### src/hdl/brm_pkg.sv
// Shared types and constants of the banked ROM mapper.
`timescale 1ns / 1ps
`default_nettype none
package brm_pkg;

    // Field widths of the bus words
    localparam int ADDR_W = 16;
    localparam int DATA_W = 8;
    localparam int BANK_W = 8;
    localparam int ROM_W  = 21;

    // Bus access kinds
    localparam logic OP_READ  = 1'b0;
    localparam logic OP_WRITE = 1'b1;

    // Result kinds
    localparam logic KIND_ROM = 1'b0;
    localparam logic KIND_FWD = 1'b1;

    // Writes above this address are dropped when forwarding is off
    localparam logic [ADDR_W-1:0] IGNORE_ABOVE = 16'hB000;

    // Register map
    localparam int                 CFG_ADDR_W       = 3;
    localparam int                 CFG_DATA_W       = 32;
    localparam logic [CFG_ADDR_W-1:0] REG_FORWARD_ADDR = 3'd0;
    localparam logic               FORWARD_RESET    = 1'b1;

    // Request word
    typedef struct packed {
        logic              operation;
        logic [ADDR_W-1:0] address;
        logic [DATA_W-1:0] write_data;
    } req_word_t;

    // Response word
    typedef struct packed {
        logic              result_kind;
        logic [ROM_W-1:0]  rom_address;
        logic [ADDR_W-1:0] forwarded_address;
        logic [DATA_W-1:0] forwarded_data;
    } rsp_word_t;

    // Bank register write request
    typedef struct packed {
        logic              en;
        logic [BANK_W-1:0] bank;
    } bank_wr_t;

endpackage
`default_nettype wire

### src/hdl/brm_cfg_regs.sv
// Configuration register block of the banked ROM mapper (APB-style port).
`timescale 1ns / 1ps
`default_nettype none
module brm_cfg_regs (
    input  wire logic                             clk,
    input  wire logic                             rst_n,
    input  wire logic                             psel,
    input  wire logic                             penable,
    input  wire logic                             pwrite,
    input  wire logic [brm_pkg::CFG_ADDR_W-1:0]   paddr,
    input  wire logic [brm_pkg::CFG_DATA_W-1:0]   pwdata,
    output logic      [brm_pkg::CFG_DATA_W-1:0]   prdata,
    output logic                                  pready,
    output logic                                  forward_writes
);

    logic forward_reg;
    logic forward_next;
    logic wr_hit;

    // No wait states
    assign pready = 1'b1;

    // Register write decode
    assign wr_hit = psel && penable && pwrite && pready
                    && (paddr == brm_pkg::REG_FORWARD_ADDR);

    always_comb
    begin
        forward_next = forward_reg;
        if (wr_hit)
        begin
            forward_next = pwdata[0];
        end
    end

    always_ff @(posedge clk or negedge rst_n)
    begin
        if (!rst_n)
        begin
            forward_reg <= brm_pkg::FORWARD_RESET;
        end
        else
        begin
            forward_reg <= forward_next;
        end
    end

    // Read back
    always_comb
    begin
        prdata = '0;
        if (paddr == brm_pkg::REG_FORWARD_ADDR)
        begin
            prdata[0] = forward_reg;
        end
    end

    assign forward_writes = forward_reg;

endmodule
`default_nettype wire

### src/hdl/brm_bank_file.sv
// Per-page bank registers with a combinational lookup and one write port.
`timescale 1ns / 1ps
`default_nettype none
module brm_bank_file #(
    parameter int PAGE_BITS  = 13,
    parameter int PAGE_COUNT = 8
) (
    input  wire logic                               clk,
    input  wire logic                               rst_n,
    input  wire logic [brm_pkg::ADDR_W-PAGE_BITS-1:0] page,
    input  wire brm_pkg::bank_wr_t                  wr,
    output logic      [brm_pkg::BANK_W-1:0]         bank
);

    localparam int IDX_W = $clog2(PAGE_COUNT);

    logic [brm_pkg::BANK_W-1:0] bank_reg [PAGE_COUNT];
    logic [IDX_W-1:0]           idx;
    logic                       page_hit;

    // Pages two to five start at index minus two, the rest at their index
    function automatic logic [brm_pkg::BANK_W-1:0] reset_bank(input int i);
        logic [brm_pkg::BANK_W-1:0] val;
        if (i >= 2 && i <= 5)
        begin
            val = brm_pkg::BANK_W'(i - 2);
        end
        else
        begin
            val = brm_pkg::BANK_W'(i);
        end
        return val;
    endfunction

    assign page_hit = (32'(page) < PAGE_COUNT);
    assign idx      = IDX_W'(page);

    // Lookup; pages past the table map to themselves
    assign bank = page_hit ? bank_reg[idx] : brm_pkg::BANK_W'(page);

    // Bank update
    always_ff @(posedge clk or negedge rst_n)
    begin
        if (!rst_n)
        begin
            for (int i = 0; i < PAGE_COUNT; i++)
            begin
                bank_reg[i] <= reset_bank(i);
            end
        end
        else if (wr.en && page_hit)
        begin
            bank_reg[idx] <= wr.bank;
        end
    end

endmodule
`default_nettype wire

### src/hdl/banked_rom_mapper_top.sv
// Top level of the banked ROM mapper: request stage, mapping logic, response register.
`timescale 1ns / 1ps
`default_nettype none
// Takes one bus word per clock unless rsp_ready stalls a full response register: a
// word sits in the request register while its page's bank register is looked up (or
// written) and the ROM address is formed, then moves into the response register
// behind rsp_valid. The single bank-lookup stage sets this rate, and a bank write is
// seen by the next word. Reads always answer with a ROM address; writes answer with a
// forwarded word only while forward_writes is set, else writes above 0xB000 are
// dropped. Config must be written only while idle; the block does not enforce it.
module banked_rom_mapper_top #(
    parameter int PAGE_BITS  = 13,
    parameter int PAGE_COUNT = 8
) (
    input  wire logic                            clk,
    input  wire logic                            rst_n,
    // request channel
    input  wire logic                            req_valid,
    output logic                                 req_ready,
    input  wire brm_pkg::req_word_t              req,
    // response channel
    output logic                                 rsp_valid,
    input  wire logic                            rsp_ready,
    output brm_pkg::rsp_word_t                   rsp,
    // configuration
    input  wire logic                            psel,
    input  wire logic                            penable,
    input  wire logic                            pwrite,
    input  wire logic [brm_pkg::CFG_ADDR_W-1:0]  paddr,
    input  wire logic [brm_pkg::CFG_DATA_W-1:0]  pwdata,
    output logic      [brm_pkg::CFG_DATA_W-1:0]  prdata,
    output logic                                 pready
);

    localparam int PG_W   = brm_pkg::ADDR_W - PAGE_BITS;
    localparam int FULL_W = brm_pkg::BANK_W + PAGE_BITS;

    logic                  forward_writes;
    logic                  a_valid_reg, a_valid_next;
    brm_pkg::req_word_t    a_word_reg, a_word_next;
    logic                  rsp_valid_reg, rsp_valid_next;
    brm_pkg::rsp_word_t    rsp_word_reg, rsp_word_next, rsp_calc;
    logic [PG_W-1:0]       page;
    logic [PAGE_BITS-1:0]  low;
    logic [brm_pkg::BANK_W-1:0] bank;
    logic [FULL_W-1:0]     rom_full;
    logic                  is_write;
    logic                  ignore_wr;
    logic                  has_result;
    logic                  out_free;
    logic                  a_fire;
    logic                  req_fire;
    brm_pkg::bank_wr_t     bank_wr;

    brm_cfg_regs u_cfg (
        .clk            (clk),
        .rst_n          (rst_n),
        .psel           (psel),
        .penable        (penable),
        .pwrite         (pwrite),
        .paddr          (paddr),
        .pwdata         (pwdata),
        .prdata         (prdata),
        .pready         (pready),
        .forward_writes (forward_writes)
    );

    // Decode the staged word
    assign page       = a_word_reg.address[brm_pkg::ADDR_W-1:PAGE_BITS];
    assign low        = a_word_reg.address[PAGE_BITS-1:0];
    assign is_write   = (a_word_reg.operation == brm_pkg::OP_WRITE);
    assign ignore_wr  = !forward_writes && (a_word_reg.address > brm_pkg::IGNORE_ABOVE);
    assign has_result = !is_write || forward_writes;

    // Handshake between stages
    assign out_free  = !rsp_valid_reg || rsp_ready;
    assign a_fire    = a_valid_reg && (!has_result || out_free);
    assign req_ready = !a_valid_reg || a_fire;
    assign req_fire  = req_valid && req_ready;

    // Bank write for the staged word
    assign bank_wr.en   = a_fire && is_write && !ignore_wr;
    assign bank_wr.bank = a_word_reg.write_data;

    brm_bank_file #(
        .PAGE_BITS  (PAGE_BITS),
        .PAGE_COUNT (PAGE_COUNT)
    ) u_banks (
        .clk   (clk),
        .rst_n (rst_n),
        .page  (page),
        .wr    (bank_wr),
        .bank  (bank)
    );

    // Mapping: bank concatenated with page offset, cut to ROM width
    assign rom_full = {bank, low};

    always_comb
    begin
        rsp_calc = '0;
        if (is_write)
        begin
            rsp_calc.result_kind       = brm_pkg::KIND_FWD;
            rsp_calc.forwarded_address = a_word_reg.address;
            rsp_calc.forwarded_data    = a_word_reg.write_data;
        end
        else
        begin
            rsp_calc.result_kind = brm_pkg::KIND_ROM;
            rsp_calc.rom_address = brm_pkg::ROM_W'(rom_full);
        end
    end

    // Next-state logic of both stages
    always_comb
    begin
        a_valid_next   = a_valid_reg;
        a_word_next    = a_word_reg;
        rsp_valid_next = rsp_valid_reg;
        rsp_word_next  = rsp_word_reg;
        if (a_fire)
        begin
            a_valid_next = 1'b0;
        end
        if (req_fire)
        begin
            a_valid_next = 1'b1;
            a_word_next  = req;
        end
        if (rsp_ready)
        begin
            rsp_valid_next = 1'b0;
        end
        if (a_fire && has_result)
        begin
            rsp_valid_next = 1'b1;
            rsp_word_next  = rsp_calc;
        end
    end

    // Control registers
    always_ff @(posedge clk or negedge rst_n)
    begin
        if (!rst_n)
        begin
            a_valid_reg   <= 1'b0;
            rsp_valid_reg <= 1'b0;
        end
        else
        begin
            a_valid_reg   <= a_valid_next;
            rsp_valid_reg <= rsp_valid_next;
        end
    end

    // Payload registers
    always_ff @(posedge clk)
    begin
        a_word_reg   <= a_word_next;
        rsp_word_reg <= rsp_word_next;
    end

    assign rsp_valid = rsp_valid_reg;
    assign rsp       = rsp_word_reg;

    // A staged word that owes a response must wait for a free response register
    assert property (@(posedge clk) disable iff (!rst_n)
        (a_valid_reg && has_result && rsp_valid_reg && !rsp_ready) |-> !req_ready)
        else $error("request taken while staged word is blocked");

    // Only writes may leave the stage without a response
    assert property (@(posedge clk) disable iff (!rst_n)
        (a_fire && !has_result) |-> (is_write && !forward_writes))
        else $error("staged word dropped without response");

    // A staged write leaving in forwarding mode is then presented as a forwarded word
    assert property (@(posedge clk) disable iff (!rst_n)
        (a_fire && has_result && is_write) |=>
            (rsp_valid && rsp.result_kind == brm_pkg::KIND_FWD && forward_writes))
        else $error("forwarded word not presented");

endmodule
`default_nettype wire
### config.mk
export PLATFORM = sky130hd
export DESIGN_NAME = banked_rom_mapper_top
export DESIGN_NICKNAME = d
export VERILOG_FILES = /design/src/hdl/brm_pkg.sv /design/src/hdl/brm_cfg_regs.sv /design/src/hdl/brm_bank_file.sv /design/src/hdl/banked_rom_mapper_top.sv
export SDC_FILE = /design/constraint.sdc
export NUM_CORES = 1
export LEC_CHECK = 0
export ABC_CLOCK_PERIOD_IN_PS = 3720
export BUFFER_PORTS_ARGS = -buffer_cell sky130_fd_sc_hd__clkbuf_2
export CAP_MARGIN = 5
export CORE_ASPECT_RATIO = 1.5
export CORE_MARGIN = 2
export CORE_UTILIZATION = 46
export DETAILED_ROUTE_END_ITERATION = 10
export PLACE_DENSITY = 0.71
export SLEW_MARGIN = 20
export SYNTH_ARGS = -nofsm -noshare
export SYNTH_HDL_FRONTEND = slang
export SYNTH_SLANG_ARGS = --single-unit
export TNS_END_PERCENT = 1
### constraint.sdc
create_clock -name clk -period 3.72 [get_ports clk]
set_input_delay 0.558 -clock clk [delete_from_list [all_inputs] [get_ports clk]]
set_output_delay 0.558 -clock clk [all_outputs]
set_load 0.01 [all_outputs]
==> results.yml <==
route:
  drt_iter0_drc: 124
  route.final.wire_length_um: 11200
  drc: 0
  viasPerCell: 5.10
  antenna_left: 0
  drt_first_pass_iters: 4
  wl_per_cell_um: 17.5
  vias: 3272
pwr:
  p_clk_share_pct: 39.8
  power_density_nw_per_um2: 596
  max-vdd-ir-drop_mv: 0.363
  switching_share_pct: 23.0
  p_leak_nw: 2.94
  p_seq_share_pct: 48.4
  p_int_mw: 3.20
  p_comb_share_pct: 11.8
  switchingPower_mw: 0.956
critical_path:
  crit_required_ns: 3.16
  worstSetupPathType: "reg -> out"
  crit_path_end_kind: "primary output"
  cpPeakStageDelay_ns: 0.66
  start_kind: "register"
  cp_slowest_cell: "edfxtp_1"
  path_cells: "inv_1, o21ai_0, or3_1, clkbuf_2"
  crit_fanout: 11
  worstPathArrival_ns: 1.91
  r2r_slack_ns: 1.37
place:
  portBuffers: 84
  place_congestion: 0.741
  dpl.hpwl_um: 7420
global_route:
  antenna_found_initial: 0
  grt_pass1_wl_um: 17800
  grt_pass1_vias: 3403
  grt_max_degree: 41
  gr-total-overflow: 0
  grtUsageTotal_pct: 17.6
clock_network:
  cts.reportedPaths.clkPinSlew_ns: 0.06
  tritoncts: "built"
  cts_max_level: 4
  cts_made_buffers: 17
  cts.path.max_buffers: 2
  cts-resized-gates: 0
  cts_hold_buf: 0
  post_cts_buffers: 0
  clock_sinks: 138
  clockRootBuffer: "clkbuf_16"
  clk_latency_ns: 0.41
floorplanning:
  ios: 148
  initial_core_util_pct: 47.3
  num_rows: 50
  die_h_um: 143
  die_x_um: 96.6
  coreArea_um2: 12500
  die_area_um2: 13800
sta:
  final.setup_skew_ns: 0.0118
  slew_viol_final: 0
  rsz0062_at_grt: "no"
  worst_pin_slew_ns: 0.781
  max_freq_ghz: 0.406
  timing.setup.tns_ns: 0
  hold_viol: 0
  fin_crit_ns: 2.46
  setup_viol: 0
  whs_ns: 0.129
  slew_headroom_pct: 48.0
  fin_crit_sh_pct: 66.2
run:
  cap_violations: 0
yosys:
  synth_top_area_share_pct: 36.1
  synth_top_cell_by_area: "edfxtp_1"
  ys_ff_latch: 138
  synthTopCellsByArea: "edfxtp_1, dfrtp_1, mux2_2, dfstp_2, buf_4"
  yosysWarnings: 0
  synth_seq_area_share_pct: 64.7
  synthCells: 377
  avgSynthCellArea_um2: 15.7
  syn_area_um2: 5910
  synth_cell_type_count: 43
outcome:
  status: "finished, final reports clean"
finish:
  syn_to_final_growth_pct: 18.1
  multiInputGateArea_um2: 1880
  largest_reg_flops: 64
  nFillCells: 1016
  diodes: 0
  finalNetCount: 539
  drive_gt1_share_pct: 45.2
  regArea_um2: 3820
hold_path:
  hold_path_class: "in -> async"
final timing paths:
path                                         to  depth (start not counted)                  from
max in group asynchronous   u_banks.bank_reg[1]                          2                 rst_n
hold reg to reg            u_banks.bank_reg[12]                          1  u_banks.bank_reg[12]
setup / recovery                      req_ready                          4              is_write
hold / removal             u_banks.bank_reg[18]                          1                 rst_n
min in group clk                       is_write                          1               req[24]
setup reg to reg           u_banks.bank_reg[45]                          4        a_word_reg[23]
logic make-up after synthesis:
logic type	share of synthesized area (%)
buffers and inverters	5.65
AND/OR/NAND/NOR	8.95
multiplexers	18.1
AO/OA/AOI/OAI	2.54
flip-flops	64.7
other	0.127
metrics by stage:
| stage | setup slack [ns] | utilization [%] | instances | instance area [um^2] | power (mW) |
|---|---|---|---|---|---|
| 4_1_cts | 1.22 | 55.8 | 641 | 6980 | 4.20 |
| 2_1_floorplan | 0.276 | - | 407 | 6020 | 2.39 |
| 6_report | 1.26 | 55.8 | 641 | 6980 | 4.16 |
| 3_5_place_dp | 1.39 | 51.1 | 609 | 6390 | 2.54 |
| 3_3_place_gp | 1.42 | 51.1 | 609 | 6390 | 2.50 |
| 5_1_grt | 1.15 | 55.8 | 641 | 6980 | 4.34 |
synth_stat cells:
library cell and instances:
a211o_1 1, a21o_1 1, a21oi_1 9, a221o_1 1
a221oi_1 1, a22o_1 2, a22oi_1 2, a2bb2oi_1 1
a31oi_1 1, and2_1 26, and2_4 1, and3_1 1
buf_2 6, buf_4 34, buf_6 2, clkbuf_1 4
conb_1 2, dfrtp_1 56, dfstp_2 11, edfxtp_1 71
inv_1 3, mux2_1 2, mux2_2 60, mux2_4 8
mux2i_1 7, mux4_2 8, nand2_1 2, nand2b_1 3
nand3_1 2, nand3_4 1, nand3b_1 4, nand4_1 1
nand4b_4 1, nor2_1 8, nor2_2 5, nor2b_1 15
nor3_1 2, nor3_4 2, nor3b_1 2, nor4_1 3
o211ai_1 1, o21ai_0 3, or3_1 1
cells in the final DEF (no fill, tap or decap), types with 11 or more instances in the layout:
master / netlist / final
clkbuf_2: 0 / 84
edfxtp_1: 71 / 71
mux2_2: 60 / 60
dfrtp_1: 56 / 56
conb_1: 2 / 32
and2_1: 26 / 26
clkbuf_16: 0 / 18
nor2b_1: 15 / 15
dfstp_2: 11 / 11
worst max-delay path, delay by kind of cell (launching register included):
| family | cells | cell delay, ns |
|---|---|---|
| AOI/OAI and AO/OA | 1 | 0.41 |
| buffers and inverters | 2 | 0.21 |
| and+or+nand+nor | 1 | 0.21 |
| DFF | 1 | 0.66 |
power groups by stage:
stage | clock (mW) | sequential, mW | combinational (mW)
floorplan | 0 | 2.01 | 0.382
detailed placement | 0 | 2.04 | 0.498
CTS | 1.68 | 2.01 | 0.501
global placement | 0 | 2.02 | 0.480
finish | 1.66 | 2.01 | 0.493
global route | 1.76 | 2.04 | 0.543
routing by layer:
layer | vias up | track usage [%] | part of all wire, %
met5 | - | 0 | 0
li1 | 1492 | - | -
met1 | 1664 | 20.8 | 40
met4 | 0 | 6.52 | 1.6
met2 | 102 | 30.1 | 53
met3 | 14 | 5.12 | 5.0
area by class of cell:
cell class	count	share of cell area (%)
multi-input cells	220	26.9
clock inverters	10	1.68
well taps	156	2.80
inverters	3	0.161
repair buffers	92	6.88
flip-flops and latches	138	54.7
clock buffers	22	6.81
Note: power is estimated with default switching activity, not from simulation.
